$ cat config.mk
export PLATFORM = sky130hd
export DESIGN_NAME = mpqh_ram
export DESIGN_NICKNAME = d
export VERILOG_FILES = /design/src/hw/rtl/mpqh_ram.sv
export SDC_FILE = /design/constraint.sdc
export NUM_CORES = 1
export LEC_CHECK = 0
export BUFFER_PORTS_ARGS = -buffer_cell sky130_fd_sc_hd__buf_4
export CAP_MARGIN = 20
export CORE_ASPECT_RATIO = 1.2
export CORE_UTILIZATION = 60
export CTS_CLUSTER_SIZE = 10
export DETAILED_ROUTE_END_ITERATION = 6
export PLACE_DENSITY = 0.78
export SYNTH_ARGS = -nofsm -noshare
export SYNTH_HDL_FRONTEND = slang
export SYNTH_SLANG_ARGS = --single-unit
$ cat constraint.sdc
create_clock -name aclk -period 2.01 [get_ports aclk]
set_input_delay 0.3015 -clock aclk [delete_from_list [all_inputs] [get_ports aclk]]
set_output_delay 0.3015 -clock aclk [all_outputs]
set_load 0.01 [all_outputs]
$ cat src/hw/rtl/mpqh_ram.sv
// ----------------------------------------------------------------------------
// mpqh_ram
// Generic single-write, single-read RAM with a registered read port.
// ----------------------------------------------------------------------------
module mpqh_ram #(
    parameter int WIDTH = 8,
    parameter int DEPTH = 16
) (
    input  logic                     aclk,
    input  logic                     we,
    input  logic [$clog2(DEPTH)-1:0] waddr,
    input  logic [WIDTH-1:0]         wdata,
    input  logic [$clog2(DEPTH)-1:0] raddr,
    output logic [WIDTH-1:0]         rdata
);
    logic [WIDTH-1:0] mem_reg [DEPTH];
    logic [WIDTH-1:0] rdata_reg;

    always_ff @(posedge aclk) begin
        if (we) begin
            mem_reg[waddr] <= wdata;
        end
        rdata_reg <= mem_reg[raddr];
    end

    assign rdata = rdata_reg;
endmodule

; Yosys cells after proc, flatten, opt, wreduce, memory -nomap -nowiden
; Memory sizes are Yosys's and may differ from the RTL's. A register that Yosys moved wholly into a read port is not among the register bits.
; Cells that the tools add are included.
[totals]
regBits = 0
ram_bits = 128
input_bits = 18
output_inout_bits = 8
elab_cells = 3
mem_count = 1
[classes]
n_mux = 2
[memory_table]
columns = name, depth, width, read_ports, rd_ports_with_merged_regs, write_ports, line
row1 = mem_reg, 16, 8, 1, 1, 1, 16  ; logic [WIDTH-1:0] mem_reg [DEPTH];
[ops]
columns = cell, n
row1 = $mux W1, 2

; Depth between registers and ports, before layout
; Gate-level depths: netlist of run 1.
[depth]
word_depth = 2
ltp_mapped = 5
ltp_nobuf = 3

; Least setup slack after synthesis of run 1
; OpenSTA, ideal clock, no wires.
[synth_timing]
path_kind = input to register
start = input port waddr[2]
end = memory mem_reg[0][0], enable pin
arrival_time_ns = 1.411
path_slack_ns = 0.216
path_stages = 2
n_path_buf = 0
cell_sequence = or3b_2 nor3_1
[synth_rtl]
columns = item, line
row1 = from (decl), 11  ; input logic [$clog2(DEPTH)-1:0] waddr,
row2 = to (decl), 16
; No word-level cell before the write port.

==> results of run 1 <==
## worst reg2reg max path: cells and delay by family, from the launching register on
kind             cells  cell delay (ns)
flip-flops           1             0.38
AND/OR/NAND/NOR      1             0.11
AO/OA/AOI/OAI        1             0.24
multiplexers         1             0.54
## power groups by stage
| stage | logic (uW) | clock network (uW) | registers, uW |
|---|---|---|---|
| 2_1_floorplan | 161 | 0 | 3250 |
| 6_report | 325 | 2950 | 3190 |
| 5_1_grt | 347 | 3100 | 3200 |
| 4_1_cts | 328 | 2990 | 3190 |
| 3_3_place_gp | 312 | 0 | 3250 |
| 3_5_place_dp | 322 | 0 | 3250 |
## through the flow
step,utilization [%],cell area [um2],power (uW),worst slack [ns]
2_1_floorplan,-,5150,3410,0.216
4_1_cts,75.1,6160,6510,0.581
3_3_place_gp,68.1,5580,3560,0.281
5_1_grt,75.1,6160,6650,0.540
6_report,75.1,6160,6470,0.602
3_5_place_dp,68.1,5580,3570,0.232
## routing by layer
layer / track usage [%] / up-vias / routed length [um] / share of wire [%]
li1: - / 1089 / - / -
met4: 14.1 / 0 / 348 / 3.4
met3: 6.27 / 31 / 522 / 5.1
met5: 0 / - / 0 / 0
met2: 42.8 / 111 / 5340 / 52
met1: 33.4 / 1333 / 4120 / 40
## cell usage in the layout (no fill, tap or decap), drive strengths merged
master | Yosys | routed
nand3 | 1 | 1
dfxtp | 8 | 8
clkbuf | 0 | 24
nand3b | 2 | 2
nor3 | 4 | 4
or3b | 1 | 1
and2b | 1 | 1
clkinvlp | 0 | 2
mux4 | 32 | 32
clkinv | 0 | 4
bufinv | 0 | 2
buf | 7 | 49
nand2b | 2 | 2
nor2b | 1 | 1
nand2 | 9 | 9
and2 | 1 | 1
nor2 | 13 | 13
a22oi | 16 | 16
edfxtp | 128 | 128
## final timing paths
path,slack [ns],depth (start not counted),to,start
worst max register to register,0.60,3,rdata[2]$_DFF_P_,mem_reg[4][2]$_DFFE_PP_
worst min-delay path,0.09,1,mem_reg[13][5]$_DFFE_PP_,wdata[5]
worst min register to register,0.67,3,rdata[1]$_DFF_P_,mem_reg[15][1]$_DFFE_PP_
worst max-delay path,0.60,3,rdata[2]$_DFF_P_,mem_reg[4][2]$_DFFE_PP_
## logic make-up after synthesis
group / after synthesis
muxes: 32
and+or+nand+nor: 35
DFF: 136
buffers and inverters: 10
AOI/OAI and AO/OA: 16
## area by class of cell
class	instances	area, um2	area share (%)
Clock inverter	8	95.1	1.54
Sequential cell	136	4000	65.0
Clock buffer	24	480	7.80
Timing Repair Buffer	49	380	6.18
Multi-Input combinational cell	83	1060	17.2
Tap cell	114	143	2.32
==> impl_metrics.yaml, run 1 <==
layout:
  num-fill-cells: 469
  largest_register_ffs: 128
  final_cells: 414
  finalNetCount: 305
  drive_gt1_share_pct: 32.3
  diodes: 0
  area_delta_synth_final_pct: 19.7
route:
  via_per_inst: 6.19
  dr_total_vias: 2564
  drc: 0
  wl_per_cell_um: 25.0
  ant_nets: 0
  drt_first_pass_iters: 4
  drt-initial-drc-count: 242
  wl_um: 10300
sta:
  worst_pin_slew_ns: 0.494
  fmax_mhz: 710
  hold_viol: 0
  finClkSkew_ns: 0.00903
  rsz0062_at_grt: "false"
  holdWs_ns: 0.0927
  fin_crit_ns: 1.41
  timing.setup.tns_ns: 0
  min_period_over_period_pct: 70.0
  drv_slew: 0
  setup_viol: 0
  maxSlewHeadroom_pct: 67.1
synthesis:
  synth_top_cell_area_share_pct: 74.7
  yosysSeqAreaShare_pct: 77.8
  synth-edff-count: 128
  syn_area_per_cell_um2: 22.5
  synth.area.mux_share_pct: 15.0
  synth_top_family_by_area: "multiplexers"
  synth-compound-area-share_pct: 2.33
  netlist_instances: 229
  synthArstFlopShare_pct: 0
  syn_area_mm2: 0.00515
  yosys.area_share.xor_xnor_pct: 0
  synth.most_common_cell: "edfxtp_1"
  synth_warnings: 0
  synth_cell_types: 19
  synth_fa_ha_area_share_pct: 0
  ys.flop_type: "edfxtp_1"
  syn-num-nets: 247
  yosys.area_share.simple_pct: 3.18
  yosys-top-cells-count: "edfxtp_1, mux4_2, a22oi_1, mux4_1, nor2_1"
  synthTopCellsByArea: "edfxtp_1, mux4_2, mux4_1"
  ys_ff_latch: 136
  synth_area_leader_cell: "edfxtp_1"
power_and_ir_drop:
  powerDensity_mw_per_mm2: 1050
  leakage_uw: 0.00213
  p_comb_share_pct: 5.0
  clockPowerShare_pct: 45.6
  ir_worst_vdd_mv: 0.735
  power_frac_seq_pct: 49.4
  p_int_uw: 5210
  power.share.switching_pct: 19.4
  p_sw_uw: 1260
grt:
  antenna_found_initial: 0
  grt_pass1_wl_um: 15400
  grt_pass1_vias: 2626
  grt.total_usage_pct: 26.3
  globalRouteOverflowTotal: 0
  grt_max_degree: 26
clock_tree:
  cts_root_buffer: "clkbuf_8"
  cts_buffer_depth: 2
  cts_buffers: 17
  cts_hold_buf: 0
  htreeDepth: 4
  postCtsSetupRepairBufs: 0
  clock-sinks: 136
  clk_latency_ns: 0.51
  path_clk_slew_ns: 0.06
  cts_resized: 0
  cts_tree: "built"
floorplanning:
  coreArea_mm2: 0.00820
  start_util_pct: 62.8
  die-area_mm2: 0.00896
  rows: 36
  die_w_um: 86.6
  die_h_um: 103
  ios: 26
worst_setup_path:
  critical_path_required_ns: 2.40
  critical_path_class: "flop to flop"
  critical_path_buf_inv_count: 0
  critPathCaptureType: "flop"
  worstPathArrival_ns: 1.79
  critPathMaxStageDelay_ns: 0.54
  path_cells: "mux4_1 > a22oi_1 > nand2_1"
  cp_top_family: "multiplexers"
  cp_max_fo: 1
  start_kind: "flop"
  slowest_stage: "mux4_1"
place:
  dp.cells: 382
  numPortBuffers: 25
  place_hpwl_um: 6410
  place.gp.congestion: 0.740
run:
  drv_cap: 0
hold_path:
  hp-class: "input pin to flop"
status:
  status: "completed"
Note: power is estimated with default switching activity, not from simulation.
==> inputs of run 2 (changes only) <==
==> constraint.sdc (replaced) <==
create_clock -name aclk -period 1.41 [get_ports aclk]
set_input_delay 0.2115 -clock aclk [delete_from_list [all_inputs] [get_ports aclk]]
set_output_delay 0.2115 -clock aclk [all_outputs]
set_load 0.01 [all_outputs]
==> impl_metrics.yaml, run 2 (same netlist as run 1, synthesis figures left out) <==
place:
  numPortBuffers: 25
  place.gp.congestion: 0.833
  place_hpwl_um: 6430
sta:
  fin_crit_ns: 1.38
  holdWs_ns: 0.201
  worst_pin_slew_ns: 0.807
  setup_viol: 0
  drv_slew: 0
  finClkSkew_ns: 0.00805
  maxSlewHeadroom_pct: 46.1
  min_period_over_period_pct: 97.6
  fmax_mhz: 727
  hold_viol: 0
  rsz0062_at_grt: "false"
layout:
  multi_input_comb_area_mm2: 0.00107
  final_cell_mix: "edfxtp_1, buf_4, mux4_2"
  layout_commonest_cell: "edfxtp_1"
  largest_register_ffs: 128
  seq_area_mm2: 0.00400
  area_delta_synth_final_pct: 24.3
  postLayoutCoreUtil_pct: 78.1
  drive_gt1_share_pct: 34.8
  diodes: 0
  num-fill-cells: 444
  finalNetCount: 324
floorplanning:
  die_w_um: 86.6
  start_util_pct: 62.8
  ios: 26
  die-area_mm2: 0.00896
  coreArea_mm2: 0.00820
  rows: 36
  die_h_um: 103
power_and_ir_drop:
  powerDensity_mw_per_mm2: 1470
  ir_worst_vdd_mv: 1.04
  leakage_uw: 0.00224
clock_tree:
  cts_tree: "built"
  htreeDepth: 4
  cts_buffer_depth: 2
  clk_latency_ns: 0.52
  cts_buffers: 17
  clock-sinks: 136
  cts_root_buffer: "clkbuf_8"
  path_clk_slew_ns: 0.06
grt:
  grt_pass1_wl_um: 15200
  globalRouteOverflowTotal: 0
  antenna_found_initial: 0
  grt_max_degree: 17
  grt.total_usage_pct: 25.7
  grt_pass1_vias: 2681
hold_path:
  hp-class: "input pin to flop"
worst_setup_path:
  worstPathArrival_ns: 1.76
  critical_path_buf_inv_count: 0
  cp_top_family: "multiplexers"
  slowest_stage: "mux4_1"
  start_kind: "flop"
  critPathCaptureType: "flop"
  critPathMaxStageDelay_ns: 0.51
  critical_path_required_ns: 1.80
  cp_max_fo: 1
  path_cells: "mux4_1 > a22oi_1 > nand2_1"
  critical_path_class: "flop to flop"
route:
  drt_first_pass_iters: 5
  drc: 0
  via_per_inst: 5.94
  dr_total_vias: 2571
  drt-initial-drc-count: 180
  wl_per_cell_um: 22.9
  wl_um: 9900
  ant_nets: 0
run:
  drv_cap: 0
status:
  status: "completed"
[run 2: final cells by class]
| cell class | instances | share of cell area [%] |
|---|---|---|
| flip-flops and latches | 136 | 62.6 |
| multi-input cells | 83 | 16.7 |
| repair buffers | 68 | 9.27 |
| clock buffers | 19 | 6.59 |
| clock inverters | 13 | 2.68 |
| well taps | 114 | 2.23 |
[run 2: timing repair]
action / 4_1_cts / 5_1_grt
setup buffers: 0 / 0
setup endpoints to repair: 0 / 1
resized for setup: 0 / 1
hold buffers: 8 / 0
hold endpoints to repair: 124 / 0
[run 2: metal layers]
metal | vias up | wire, um | GRT usage, %
li1 | 1131 | - | -
met1 | 1311 | 3830 | 31.9
met2 | 118 | 5250 | 43.3
met3 | 11 | 651 | 6.11
met4 | 0 | 170 | 12.1
met5 | - | 0 | 0
[run 2: through the flow]
stage                     power (uW)  instances  worst slack, ns  setup TNS, ns  instance area (um2)
after floorplan                 4870        229          -0.0676          -2.03                 5150
final                           9400        433           0.0338              0                 6400
after detailed placement        5130        393           -0.207          -3.46                 5720
after global routing            9680        433          0.00350              0                 6400
after global placement          5100        393           -0.199          -2.29                 5720
after CTS                       9480        433           0.0413              0                 6390
[run 2: final timing paths]
path                           start                      end  slack (ns)  cells past startpoint
max          mem_reg[9][4]$_DFFE_PP_         rdata[4]$_DFF_P_        0.03                      3
max reg2reg  mem_reg[9][4]$_DFFE_PP_         rdata[4]$_DFF_P_        0.03                      3
min                         waddr[1]  mem_reg[0][0]$_DFFE_PP_        0.20                      3
min reg2reg  mem_reg[4][2]$_DFFE_PP_         rdata[2]$_DFF_P_        0.67                      3
[run 2: tightest hold or removal path, delay by kind of cell]
kind,cells,cell delay (ns)
buffers and inverters,2,0.27
AND/OR/NAND/NOR,1,0.06
[run 2: power breakdown]
part           internal [uW]  switching (uW)  leakage (uW)
sequential              4520            36.0       0.00122
combinational            255             253      0.000731
clock                   2710            1620      0.000283
total                   7490            1910       0.00224
