**src/hw/rtl/mpqh_pkg.sv**
```systemverilog
// ----------------------------------------------------------------------------
// mpqh_pkg
// Shared types, codes and constant tables of the linear-probe hash table.
// ----------------------------------------------------------------------------
package mpqh_pkg;

    localparam int SLOTS  = 1024;
    localparam int SLOT_W = $clog2(SLOTS);
    localparam int SIZE_W = SLOT_W + 1;
    localparam int HASH_W = 32;
    localparam int DIV_CNT_W = $clog2(HASH_W);

    localparam logic [HASH_W-1:0] SEED_ONE = 32'h7FED7FED;
    localparam logic [HASH_W-1:0] SEED_TWO = 32'hEEEEEEEE;
    localparam int unsigned LCG_START = 32'h00100001;
    localparam int unsigned LCG_MUL   = 125;
    localparam int unsigned LCG_MOD   = 32'h002AAAAB;
    localparam int unsigned CRYPT_SETS = 5;

    localparam logic [1:0] CMD_INSERT = 2'd0;
    localparam logic [1:0] CMD_LOOKUP = 2'd1;
    localparam logic [1:0] CMD_REMOVE = 2'd2;

    localparam logic [2:0] ST_INSERTED  = 3'd0;
    localparam logic [2:0] ST_DUPLICATE = 3'd1;
    localparam logic [2:0] ST_FULL      = 3'd2;
    localparam logic [2:0] ST_FOUND     = 3'd3;
    localparam logic [2:0] ST_NOT_FOUND = 3'd4;
    localparam logic [2:0] ST_REMOVED   = 3'd5;
    localparam logic [2:0] ST_BAD_SLOT  = 3'd6;

    localparam logic [1:0] KIND_OFFSET = 2'd0;
    localparam logic [1:0] KIND_CHECK_A = 2'd1;
    localparam logic [1:0] KIND_CHECK_B = 2'd2;

    localparam logic [2:0] REG_TABLE_SIZE = 3'd0;
    localparam logic [10:0] TABLE_SIZE_RESET = 11'd1024;

    typedef struct packed {
        logic [1:0] cmd;
        logic [7:0] key_byte;
        logic       last_byte;
        logic [9:0] slot_index;
    } in_beat_t;

    typedef struct packed {
        logic [2:0] status;
        logic [9:0] slot;
    } out_beat_t;

    typedef struct packed {
        logic              used;
        logic [HASH_W-1:0] chk_a;
        logic [HASH_W-1:0] chk_b;
    } slot_entry_t;

    typedef struct packed {
        logic       step;
        logic       restart;
        logic [1:0] kind;
    } fold_ctrl_t;

    typedef enum logic [2:0] {
        FSM_CLEAR,
        FSM_IDLE,
        FSM_FOLD,
        FSM_HASH,
        FSM_MOD,
        FSM_PROBE_RD,
        FSM_PROBE_CMP,
        FSM_EMIT
    } fsm_t;

    typedef logic [HASH_W-1:0] crypt_row_t [256];

    // Builds the part of the crypt word table that belongs to one hash kind.
    function automatic crypt_row_t crypt_row(input int unsigned kind);
        crypt_row_t  r;
        int unsigned seed;
        int unsigned hi;
        seed = LCG_START;
        for (int row = 0; row < 256; row++) begin
            for (int unsigned k = 0; k < CRYPT_SETS; k++) begin
                seed = (seed * LCG_MUL + 3) % LCG_MOD;
                hi   = (seed & 32'h0000FFFF) << 16;
                seed = (seed * LCG_MUL + 3) % LCG_MOD;
                if (k == kind) begin
                    r[row] = hi | (seed & 32'h0000FFFF);
                end
            end
        end
        return r;
    endfunction

    localparam crypt_row_t CRYPT_OFFSET  = crypt_row(0);
    localparam crypt_row_t CRYPT_CHECK_A = crypt_row(1);
    localparam crypt_row_t CRYPT_CHECK_B = crypt_row(2);

endpackage

```
**src/hw/rtl/mpqh_mod.sv**
```systemverilog
// ----------------------------------------------------------------------------
// mpqh_mod
// Bit-serial remainder unit: a 32-bit hash modulo the live table size.
// ----------------------------------------------------------------------------
module mpqh_mod (
    input  logic                        aclk,
    input  logic                        aresetn,
    input  logic                        start,
    input  logic [mpqh_pkg::HASH_W-1:0] dividend,
    input  logic [mpqh_pkg::SIZE_W-1:0] divisor,
    output logic                        done,
    output logic [mpqh_pkg::SLOT_W-1:0] rem
);
    import mpqh_pkg::*;

    logic [HASH_W-1:0]    quo_reg;
    logic [SIZE_W-1:0]    rem_reg, div_reg;
    logic [DIV_CNT_W-1:0] cnt_reg;
    logic                 busy_reg, done_reg;
    logic [SIZE_W:0]      trial;
    logic [SIZE_W-1:0]    rem_next;

    // One restoring step: shift in the next dividend bit, subtract if it fits.
    always_comb begin
        trial = {rem_reg, quo_reg[HASH_W-1]};
        if (trial >= {1'b0, div_reg}) begin
            trial = trial - {1'b0, div_reg};
        end
        rem_next = trial[SIZE_W-1:0];
    end

    always_ff @(posedge aclk) begin
        if (!aresetn) begin
            busy_reg <= 1'b0;
            done_reg <= 1'b0;
            cnt_reg  <= '0;
        end else begin
            done_reg <= !start && busy_reg && (cnt_reg == DIV_CNT_W'(HASH_W - 1));
            if (start) begin
                busy_reg <= 1'b1;
                cnt_reg  <= '0;
            end else if (busy_reg) begin
                cnt_reg <= cnt_reg + 1'b1;
                if (cnt_reg == DIV_CNT_W'(HASH_W - 1)) begin
                    busy_reg <= 1'b0;
                end
            end
        end
    end

    always_ff @(posedge aclk) begin
        if (start) begin
            quo_reg <= dividend;
            div_reg <= divisor;
            rem_reg <= '0;
        end else if (busy_reg) begin
            quo_reg <= quo_reg << 1;
            rem_reg <= rem_next;
        end
    end

    assign done = done_reg;
    assign rem  = rem_reg[SLOT_W-1:0];
endmodule

```
**config.mk**
```make
export PLATFORM = sky130hd
export DESIGN_NAME = mpqh_mod
export DESIGN_NICKNAME = d
export VERILOG_FILES = /design/src/hw/rtl/mpqh_pkg.sv /design/src/hw/rtl/mpqh_mod.sv
export SDC_FILE = /design/constraint.sdc
export NUM_CORES = 1
export LEC_CHECK = 0
export ABC_CLOCK_PERIOD_IN_PS = 3800
export BUFFER_PORTS_ARGS = -buffer_cell sky130_fd_sc_hd__buf_4
export CAP_MARGIN = 30
export CORE_MARGIN = 2
export CORE_UTILIZATION = 45
export CTS_CLUSTER_DIAMETER = 60
export DETAILED_ROUTE_END_ITERATION = 12
export PLACE_DENSITY = 0.66
export SLEW_MARGIN = 10
export SYNTH_ARGS = -nofsm -noshare
export SYNTH_HDL_FRONTEND = slang
export SYNTH_SLANG_ARGS = --single-unit
```
**constraint.sdc**
```tcl
create_clock -name aclk -period 3.8 [get_ports aclk]
set_clock_uncertainty 0.2 [all_clocks]
set_input_delay 0.76 -clock aclk [delete_from_list [all_inputs] [get_ports aclk]]
set_output_delay 0.76 -clock aclk [all_outputs]
set_load 0.02 [all_outputs]
```
Word-level counts from Yosys, hierarchy flattened:

Index checks and enable logic that the tools add are counted.

* $add $sub $neg: 2
* order comparisons: 1
* equality and inequality tests: 1
* muxes and demuxes: 6
* bitwise gates (word level): 1
* reductions and logical operators: 5

Operators with widths (count)
* $mux 32: 2
* $ge 12x11->1: 1
* $mux 11: 1
* $sub 11x11->11: 1
* $add 5x1->5 const B: 1
* $eq 5x5->1 const B: 1
* $mux 1: 3
* $logic_and 1x1->1: 2
* $reduce_bool 2->1: 1
* $reduce_or 2->1: 1
* $logic_not 1->1: 1
* $not 1->1: 1

* register bits: 61
* input bits: 46
* word-level logic and storage cells: 22

Logic depth before layout (Yosys ltp):

Gate-level depths: netlist of the first run.

* depth in word-level cells: 4
* depth in mapped cells: 9
* mapped depth without buffers: 9

Worst setup path after synthesis of the first run:

OpenSTA, ideal clock, no wires.

* path type: register -> register
* start: register quo_reg[31]
* end: register rem_reg[6]
* data arrival time: 2311 ps
* data required time: 3521 ps
* setup slack: 1209 ps
* stages on the path, launching flop included: 10
* path buffers: 0
* period minus slack after synthesis: 2591 ps
* path through: edfxtp_1 inv_1 ha_1 fa_1 nand2b_2 o2bb2ai_2 a211o_1 and2_4 or3b_1 a211oi_2

* cells in the longest elaborated chain, start to end: 2
* elaborated cells between the ends (all ways): 3

Ends and longest elaborated chain
* start, declared: RTL line mpqh_mod.sv:16 `logic [HASH_W-1:0] quo_reg;`
* start signal, assigned: RTL line mpqh_mod.sv:53 `quo_reg <= dividend;`
* start signal, assigned: RTL line mpqh_mod.sv:57 `quo_reg <= quo_reg << 1;`
* $sub 11x11->11 or $ge 12x11->1 (tied branches): RTL line mpqh_mod.sv:27, mpqh_mod.sv:26
* $mux 11 (*): RTL line mpqh_mod.sv:26 `if (trial >= {1'b0, div_reg}) begin`
* end signal, assigned: RTL line mpqh_mod.sv:58 `rem_reg <= rem_next;`
* end, declared: RTL line mpqh_mod.sv:17 `logic [SIZE_W-1:0] rem_reg, div_reg;`

Mark *: on every way between the ends. The rest lies on a longest branch, timed or not.
A chain may end at the register's enable or synchronous reset.

Worst setup path after layout of the first run:

* start: register quo_reg[31]
* end: register rem_reg[4]

Same word-level chain as after synthesis.

==> impl_metrics.csv, run 1 <==
group,metric,value,unit
clocking,cts_sinks,61,
power,switching_share,0.243,
route,drtAntennaViolNets,0,
global_route,grt_pass1_wl,9590,um
global_route,gr-total-overflow,0,
place,port_buffers,56,
place,postPlaceCellArea,0.00349,mm2
worst_setup_path,worst_ep_arrival_time,2840,ps
clocking,ctsResizeCount,0,
yosys,synth.avg_cell_area,12.0,um2
sta,period_share,0.738,
sta,setup_viol,0,
place,dp_hpwl,3970,um
cells_and_area,largest_register_ffs,32,
worst_setup_path,end_kind,"flop",
yosys,synth_mux_area_frac,0.128,
sta,setup_tns,0,ps
global_route,antenna_found_initial,0,
yosys,synth_compound_area_frac,0.107,
worst_setup_path,ff2ff_path_depth,9,
route,vias_per_cell,5.36,
route,first_pass_iters,4,
clocking,cts_tree,"done",
power,leakage,1.52,nW
worst_setup_path,worstPathMaxFanout,9,
cells_and_area,num_antenna_cells,0,
route,drc,0,
clocking,ctsHoldBuffers,0,
cells_and_area,multiInputGateArea,0.00125,mm2
power,p_switching,0.378,mW
floorplan,die_x,86.4,um
floorplan,initial_core_util,0.457,
sta,rsz0062_at_grt,"no",
yosys,synthCells,254,
worst_setup_path,required,3830,ps
worst_setup_path,worstSetupStartpointType,"flop",
power,comb_power_share,0.136,
yosys,synth-simple-area-share,0.0946,
power,power_density,424,mW/mm2
yosys,syn_nets,314,
sta,slew_violations,0,
floorplan,pin_count,57,
route,vias,2094,
yosys,syn_area,0.00306,mm2
clocking,cts.clk_slew.worst_paths,70,ps
cells_and_area,register_area,0.00165,mm2
yosys,ys_ff_latch,61,
run,cap_violations,0,
clocking,cts_inserted_buffers,9,
sta,maxSlewHeadroom,0.514,
hold_path,hp-class,"reg -> reg",
power,power_frac_seq,0.510,
sta,report.final.hold_viol_count,0,
global_route,grt_usage,0.171,
cells_and_area,syn_to_final_growth,20.1,%
global_route,grt_pass1_vias,2028,
power,ir_worst_vdd,219,uV
route,routed_wl,5820,um
yosys,synth_flop_cell,"edfxtp_1",
clocking,h-tree-depth,3,
cells_and_area,nFillCells,603,
floorplan,die_height,86.4,um
route,drtIter0Drc,97,
yosys,synth.distinct_cells,45,
sta,fmax,0.357,GHz
power,internal-power,1.18,mW
floorplan,dieArea,0.00747,mm2
clocking,insertion_delay,340,ps
worst_setup_path,worstSetupPathType,"reg -> reg",
sta,period_needed,2800,ps
clocking,clk_path_buf_depth,2,
yosys,ys_warn_count,0,
yosys,synth_fa_ha_area_frac,0.0598,
yosys,synth-edff-count,43,
outcome,status,"finished, final reports clean",
power,clkPwrFrac,0.355,
sta,tightest_slew,726,ps
yosys,yosys.area_share.xor_xnor,0.0201,
place,gp_congestion,0.861,
cells_and_area,drive_gt1_frac,0.350,
yosys,synth_top_family_by_area,"multiplexers",
hold_path,min_path_cells,2,
clocking,cts_setup_buffers,0,
route,wl_per_cell,14.9,um
cells_and_area,design_area,0.00367,mm2
cells_and_area,nets,367,
clocking,cts-root-buf,"clkbuf_8",
floorplan,rows,30,
yosys,ys_seq_area_frac,0.540,
yosys,synthArstFlopShare,0,
global_route,grt_start_max_net_pins,51,
floorplan,design.core.area,0.00668,mm2
synthesized netlist by cell type (all sizes together) (2+ instances only):
cell | n | area share
and3 | 3 | 0.0061
o221ai | 2 | 0.0057
o21a | 4 | 0.0098
nor3 | 4 | 0.0082
xor2 | 4 | 0.011
and2 | 2 | 0.0049
xnor2 | 3 | 0.0086
or3 | 2 | 0.0041
a21oi | 12 | 0.020
nand4 | 3 | 0.0061
ha | 13 | 0.053
a22o | 3 | 0.0086
dfxtp | 18 | 0.12
clkbuf | 3 | 0.0037
a211oi | 3 | 0.0090
mux2 | 33 | 0.12
nand2 | 16 | 0.020
o211ai | 2 | 0.0049
nand2b | 5 | 0.011
buf | 12 | 0.027
inv | 16 | 0.020
nor2b | 2 | 0.0041
edfxtp | 43 | 0.42
nor2 | 18 | 0.022
o21ai | 13 | 0.021
mux2i | 2 | 0.0065
critical path, stage by stage, from the launching register on:
cell and delay (ps):
edfxtp_1 340, inv_1 50, ha_1 220, fa_1 420, nand2b_2 210, o2bb2ai_2 150
a211o_1 360, nand2_2 210, mux2_2 350, a22o_1 190
layer usage:
metal | vias to the layer above | global-route usage | part of all wire
met3 | 13 | 0.0610 | 0.071
li1 | 1030 | - | -
met2 | 58 | 0.255 | 0.46
met5 | - | 0 | 0
met4 | 0 | 0.0980 | 0.027
met1 | 993 | 0.214 | 0.44
stage by stage:
step	total power, mW	hold WS, ps	instances	utilization	setup WS, ps
after floorplan	0.944	257	254	-	1210
after global placement	1.01	284	376	0.522	1100
after detailed placement	1.02	300	376	0.522	1020
after CTS	1.57	310	391	0.549	976
after global routing	1.63	329	391	0.549	860
final	1.55	301	391	0.549	995
power by group through the flow:
stage | clock network (mW) | registers (mW) | logic, mW
final | 0.551 | 0.793 | 0.211
after global routing | 0.603 | 0.799 | 0.232
after CTS | 0.564 | 0.794 | 0.212
after detailed placement | 0 | 0.808 | 0.210
after global placement | 0 | 0.808 | 0.207
after floorplan | 0 | 0.799 | 0.145
cell usage in the layout (no fill, tap or decap), types with 2 or more instances in the layout:
master       n
and3_1       3
nand2b_1     4
inv_1       16
clkinv_1     2
ha_1        13
edfxtp_1    43
o21a_1       4
or3_1        2
o21ai_0     13
xor2_1       4
mux2_2      33
o221ai_1     2
o211ai_1     2
nor3_1       3
clkbuf_8     9
nor2_1      18
a211oi_1     2
clkinvlp_4   2
nand4_1      3
buf_4       57
mux2i_1      2
nor2b_1      2
dfxtp_1     18
a22o_1       3
xnor2_1      3
a21oi_1     12
nand2_1     15
path summary, 6_finish.rpt:
| path | from | slack, ps | end |
|---|---|---|---|
| setup reg to reg | quo_reg[31]$_DFFE_PP_ | 1000 | rem_reg[4]$_SDFFE_PP0P_ |
| hold reg to reg | rem_reg[2]$_SDFFE_PP0P_ | 300 | rem_reg[2]$_SDFFE_PP0P_ |
| setup / recovery | quo_reg[31]$_DFFE_PP_ | 1000 | rem_reg[4]$_SDFFE_PP0P_ |
| hold / removal | rem_reg[2]$_SDFFE_PP0P_ | 300 | rem_reg[2]$_SDFFE_PP0P_ |
area by class of cell:
type                            count  share of cell area
Timing Repair Buffer               57               0.117
Clock inverter                      5              0.0143
Multi-Input combinational cell    162               0.341
Inverter                           16              0.0164
Sequential cell                    61               0.450
Tap cell                           80              0.0273
Clock buffer                       10              0.0348
cells by family after synthesis:
group                      count (synthesis)
AOI/OAI and AO/OA                         48
adders and majority gates                 14
buffers and inverters                     31
muxes                                     35
and+or+nand+nor                           58
DFF                                       61
xor gates and xnor gates                   7
(Power assumes the default switching activity.)
==> run 2, diff against run 1 <==
- ABC_AREA: unset -> 1
- ABC_CLOCK_PERIOD_IN_PS: 3800 -> 2700
- PLACE_DENSITY: 0.66 -> 0.65
- clock period: 3.8 -> 2.7 ns (I/O delays scaled with it)
==> run 2 against run 1 <==
Effect of this change: total power is 47% higher; synthesized area is 10% higher; core utilization is 0.62 points higher; hold slack worse by 130 ps; sequential share of layout area is 4.0 points lower; combinational power is 30% higher; fmax is 20% higher; first-iteration DRC count is 20% higher; critical path type unchanged; largest cell class unchanged; largest power group unchanged.
==> impl_metrics.csv, run 2 <==
group,metric,value,unit
outcome,status,"finished, final reports clean",
worst_setup_path,worstPathMaxFanout,11,
route,drtIter0Drc,116,
floorplan,pin_count,57,
route,drc,0,
cells_and_area,nets,524,
clocking,clk_path_buf_depth,2,
yosys,synthCells,414,
worst_setup_path,rr_endpoint,"rem_reg[0]$_SDFFE_PP0P_",
yosys,yosysMostFrequentCell,"nand2_1",
worst_setup_path,crit_chain,"ha_1, fa_1, inv_1, nand2_1, nand2_1, nand2_2, nand2_1, nand2_2, nand3_2, nand2_1, nand3_1, o21ai_0",
place,dp_hpwl,4890,um
hold_path,whs_endpoint,"div_reg[2]$_DFFE_PP_",
cells_and_area,nFillCells,682,
run,cap_violations,0,
cells_and_area,num_antenna_cells,0,
worst_setup_path,worst_ep_arrival_time,2370,ps
cells_and_area,layout_commonest_cell,"nand2_1",
route,wl_per_cell,12.2,um
hold_path,min_path_cells,1,
yosys,synth_common_cells,"nand2_1 (167), inv_1 (61), edfxtp_1 (43)",
global_route,gr-total-overflow,0,
yosys,synthArstFlopShare,0,
worst_setup_path,end_kind,"flop",
clocking,cts_setup_buffers,0,
sta,tightest_slew,551,ps
yosys,synth-edff-count,43,
place,port_buffers,56,
worst_setup_path,crit_path_frequent_cell,"nand2_1",
power,switching_share,0.247,
clocking,cts_inserted_buffers,9,
power,comb_power_share,0.120,
power,p_switching,0.565,mW
sta,slew_violations,0,
worst_setup_path,worstSetupStartpointType,"flop",
yosys,synth.avg_cell_area,8.13,um2
power,clkPwrFrac,0.397,
cells_and_area,largest_register_ffs,32,
global_route,antenna_found_initial,0,
clocking,h-tree-depth,3,
worst_setup_path,crit_slowest_cell,"fa_1",
floorplan,die_height,90.5,um
power,internal-power,1.72,mW
clocking,cts-root-buf,"clkbuf_8",
cells_and_area,syn_to_final_growth,19.7,%
floorplan,dieArea,0.00819,mm2
place,gp_congestion,0.877,
sta,period_needed,2330,ps
worst_setup_path,worstSetupPathType,"reg -> reg",
yosys,ys_ff_latch,61,
yosys,ys_warn_count,0,
route,drtAntennaViolNets,0,
cells_and_area,layout_common_cells,"nand2_1 (167), inv_1 (61), buf_4 (61), edfxtp_1 (43), nand3_1 (19)",
yosys,synthDominantCellAreaShare,0.384,
worst_setup_path,rrSetupSlack,370,ps
sta,setup_tns,0,ps
yosys,syn_nets,474,
power,power_density,568,mW/mm2
route,vias_per_cell,4.78,
yosys,ys_seq_area_frac,0.491,
route,vias,2717,
floorplan,initial_core_util,0.464,
sta,report.final.hold_viol_count,0,
clocking,insertion_delay,340,ps
clocking,ctsHoldBuffers,0,
global_route,grt_pass1_vias,2685,
floorplan,rows,31,
yosys,syn_area,0.00337,mm2
power,ir_worst_vdd,315,uV
power,leakage,2.03,nW
clocking,cts_tree,"done",
sta,fin_hold_ws,168,ps
sta,setup_viol,0,
sta,rsz0062_at_grt,"no",
sta,maxSlewHeadroom,0.631,
global_route,grt_start_max_net_pins,38,
hold_path,hp-start,"divisor[2]",
worst_setup_path,ff2ff_path_depth,12,
sta,period_share,0.865,
clocking,cts.clk_slew.worst_paths,70,ps
route,routed_wl,6900,um
route,first_pass_iters,4,
worst_setup_path,required,2730,ps
floorplan,die_x,90.5,um
power,power_frac_seq,0.483,
worst_setup_path,cpPeakStageDelay,430,ps
clocking,cts_sinks,61,
sta,fmax,0.428,GHz
hold_path,hp-class,"in -> reg",
yosys,synth.largest_area_cell,"edfxtp_1",
worst_setup_path,reg2reg_from,"div_reg[0]$_DFFE_PP_",
clocking,ctsResizeCount,0,
global_route,grt_usage,0.182,
yosys,synth_area_leaders,"edfxtp_1 (38%), nand2_1 (19%), dfxtp_1 (11%)",
yosys,synth.distinct_cells,28,
yosys,synth_flop_cell,"edfxtp_1",
global_route,grt_pass1_wl,12000,um
floorplan,design.core.area,0.00725,mm2
cells_and_area,drive_gt1_frac,0.207,
run 2: layout make-up:
cell class,instances,area (um2),share of cell area
Clock inverter,7,97.6,0.0242
Clock buffer,9,124,0.0307
Inverter,63,236,0.0587
Timing Repair Buffer,62,478,0.119
Tap cell,99,124,0.0307
Multi-Input combinational cell,267,1320,0.327
Sequential cell,61,1650,0.410
run 2: logic make-up after synthesis:
| kind of cell | synth area share |
|---|---|
| compound gates | 0.0249 |
| xor+xnor | 0.00781 |
| fa+ha+maj | 0.0543 |
| buf+inv | 0.118 |
| flops | 0.491 |
| simple gates | 0.305 |
run 2: stage by stage:
stage / cells / power, mW / area [um2] / utilization / worst slack, ps
after floorplan: 414 / 1.30 / 3370 / - / 581
after global placement: 552 / 1.40 / 3810 / 0.525 / 497
after detailed placement: 552 / 1.40 / 3810 / 0.525 / 367
after CTS: 568 / 2.31 / 4030 / 0.556 / 360
after global routing: 568 / 2.40 / 4030 / 0.556 / 214
final: 568 / 2.29 / 4030 / 0.556 / 365
run 2: power by group through the flow:
stage          Sequential, mW  Combinational [mW]  Clock [mW]
3_3_place_gp             1.12               0.272           0
4_1_cts                  1.11               0.277       0.931
5_1_grt                  1.11               0.311       0.974
3_5_place_dp             1.13               0.277           0
6_report                 1.10               0.274       0.908
2_1_floorplan            1.12               0.178           0
run 2: worst max path at each step:
stage	slack, ps	cells past startpoint	start	endpoint
2_1_floorplan	580	3	start	quo_reg[0]$_SDFFCE_PN0P_
3_5_place_dp	370	12	div_reg[0]$_DFFE_PP_	rem_reg[0]$_SDFFE_PP0P_
3_3_place_gp	500	13	quo_reg[31]$_DFFE_PP_	rem_reg[3]$_SDFFE_PP0P_
4_1_cts	360	12	div_reg[0]$_DFFE_PP_	rem_reg[0]$_SDFFE_PP0P_
5_1_grt	210	12	div_reg[0]$_DFFE_PP_	rem_reg[8]$_SDFFE_PP0P_
6_report	370	12	div_reg[0]$_DFFE_PP_	rem_reg[0]$_SDFFE_PP0P_
run 2: metal layers:
metal,track usage,share of wire
met1,0.232,0.44
met2,0.291,0.47
met3,0.0568,0.070
met4,0.0679,0.014
met5,0,0
run 2: critical path: cells and delay by family, from the launching register on:
family / cells / cell delay (ps)
flip-flops: 1 / 380
AND/OR/NAND/NOR: 8 / 820
adder cells (fa/ha/maj): 2 / 660
buffers and inverters: 1 / 120
AO/OA/AOI/OAI: 1 / 70
==> run 3, diff against run 2 <==
- ABC_CLOCK_PERIOD_IN_PS: 2700 -> unset
- clock period: 2.7 -> 2.5 ns (I/O delays scaled with it)
==> run 3 against run 2 <==
Effect of this change: hold slack got worse by 34 ps; design area fell by 0.12%; sequential power rose by 8%; count of clock-buffer cells in the layout did not move; fmax rose by 1.1%; largest power group unchanged; die area did not move; largest cell class unchanged; non-clock buffer count rose by 2; combinational power rose by 7.7%; cell count rose by 0.35%; clock power rose by 5.9%; highest routed layer unchanged; total power rose by 7.1%; core utilization fell by 0.069 points.
==> impl_metrics.csv, run 3 (synthesis results as in run 2) <==
group,metric,value,unit
clocking,insertion_delay,340,ps
sta,fin_hold_ws,134,ps
worst_setup_path,required,2510,ps
cells_and_area,syn_to_final_growth,19.5,%
worst_setup_path,ff2ff_path_depth,13,
worst_setup_path,worstPathMaxFanout,11,
sta,setup_viol,0,
global_route,top_usage_layer,"met2",
clocking,cts_sinks,61,
floorplan,pin_count,57,
clocking,clk_path_buf_depth,2,
route,drtIter0Drc,122,
cells_and_area,post-route-util,0.555,
clocking,cts.clk_slew.worst_paths,70,ps
cells_and_area,layout_common_cells,"nand2_1 (167), buf_4 (64), inv_1 (61), edfxtp_1 (43), nand3_1 (19)",
power,leakage,2.03,nW
sta,tightest_slew,474,ps
cells_and_area,design_area,0.00403,mm2
global_route,antenna_found_initial,0,
global_route,use_met2,0.279,
cells_and_area,drive_gt1_frac,0.210,
global_route,grt_pass1_wl,11700,um
sta,rsz0062_at_grt,"no",
worst_setup_path,end_kind,"flop",
cells_and_area,nets,526,
global_route,grt_start_max_net_pins,41,
hold_path,min_path_cells,1,
power,ir_worst_vdd,298,uV
power,total_power,2.45,mW
cells_and_area,fin_cells,570,
worst_setup_path,crit_path_frequent_cell,"nand2_1",
worst_setup_path,worstSetupPathType,"reg -> reg",
global_route,grt_pass1_vias,2661,
power,power_density,608,mW/mm2
clocking,h-tree-depth,3,
cells_and_area,largest_register_ffs,32,
sta,maxSlewHeadroom,0.684,
worst_setup_path,rr_endpoint,"rem_reg[4]$_SDFFE_PP0P_",
cells_and_area,num_antenna_cells,0,
floorplan,rows,31,
route,vias,2708,
run,cap_violations,0,
sta,setup_tns,0,ps
global_route,use_met3,0.0401,
place,postPlaceCellArea,0.00381,mm2
worst_setup_path,crit_slowest_cell,"fa_1",
route,drtAntennaViolNets,0,
clocking,ctsHoldBuffers,0,
place,dp_hpwl,5000,um
route,first_pass_iters,4,
global_route,grtUsageMet1,0.240,
floorplan,design.core.area,0.00725,mm2
clocking,ctsResizeCount,0,
sta,period_needed,2310,ps
worst_setup_path,cpPeakStageDelay,420,ps
worst_setup_path,crit_chain,"inv_1, ha_1, fa_1, inv_1, nand2_1, nand2_1, nand2_2, nand2_1, nand2_2, nand3_2, nand2_1, nand3_1, o21ai_1",
floorplan,dieArea,0.00819,mm2
place,port_buffers,56,
hold_path,whs_endpoint,"div_reg[4]$_DFFE_PP_",
worst_setup_path,setup.worst_path.start,"quo_reg[31]$_DFFE_PP_",
clocking,cts_setup_buffers,0,
global_route,grt_usage,0.178,
sta,fmax,0.433,GHz
hold_path,hp-start,"divisor[4]",
sta,slew_violations,0,
sta,setup_slack,191,ps
floorplan,die_height,90.5,um
clocking,cts_tree,"done",
floorplan,die_x,90.5,um
hold_path,hp-class,"in -> reg",
place,gp_congestion,0.929,
place,placed_cells,554,
worst_setup_path,worst_ep_arrival_time,2310,ps
place,pre_cts_ws,220,ps
sta,report.final.hold_viol_count,0,
outcome,status,"finished, final reports clean",
clocking,cts_inserted_buffers,9,
route,vias_per_cell,4.75,
worst_setup_path,reg2reg_from,"quo_reg[31]$_DFFE_PP_",
floorplan,initial_core_util,0.464,
route,routed_wl,6990,um
worst_setup_path,worstSetupStartpointType,"flop",
route,wl_per_cell,12.3,um
clocking,cts-root-buf,"clkbuf_8",
sta,period_share,0.924,
cells_and_area,layout_commonest_cell,"nand2_1",
global_route,gr-total-overflow,0,
route,drc,0,
worst_setup_path,rrSetupSlack,190,ps
[run 3: changes by cell type in the layout (fill, tap and decap cells not counted), sizes merged]
cell	previous run	this run
clkinv	2	4
inv	65	63
buf	62	64
[run 3: worst max path at each step]
stage                               endpoint  cells after the start
finish               rem_reg[4]$_SDFFE_PP0P_                     13
global route         rem_reg[4]$_SDFFE_PP0P_                     13
CTS                  rem_reg[0]$_SDFFE_PP0P_                     13
detailed placement   rem_reg[0]$_SDFFE_PP0P_                     13
global placement     rem_reg[3]$_SDFFE_PP0P_                     13
floorplan           quo_reg[0]$_SDFFCE_PN0P_                      3
[run 3: area by class of cell]
cell class,count,area [um2]
well taps,99,124
fillers,686,3230
multi-input cells,267,1320
flip-flops and latches,61,1650
repair buffers,64,480
inverters,63,236
clock inverters,7,90.1
clock buffers,9,124
[run 3: power breakdown]
part / switching, mW / internal, mW / total, mW
Sequential: 0.0230 / 1.17 / 1.19
Clock: 0.406 / 0.556 / 0.962
Combinational: 0.172 / 0.123 / 0.295
Total: 0.601 / 1.85 / 2.45
[run 3: metal layers]
layer,share of wire,vias to the layer above
met2,0.46,81
li1,-,1408
met1,0.47,1209
met3,0.057,10
met4,0.014,0
met5,0,-
[run 3: critical path, delay by kind of cell (launching register included)]
family                     cells  cell delay, ps
buffers and inverters          2             160
AOI/OAI and AO/OA              1              70
adders and majority gates      2             630
and+or+nand+nor                8             790
DFF                            1             330
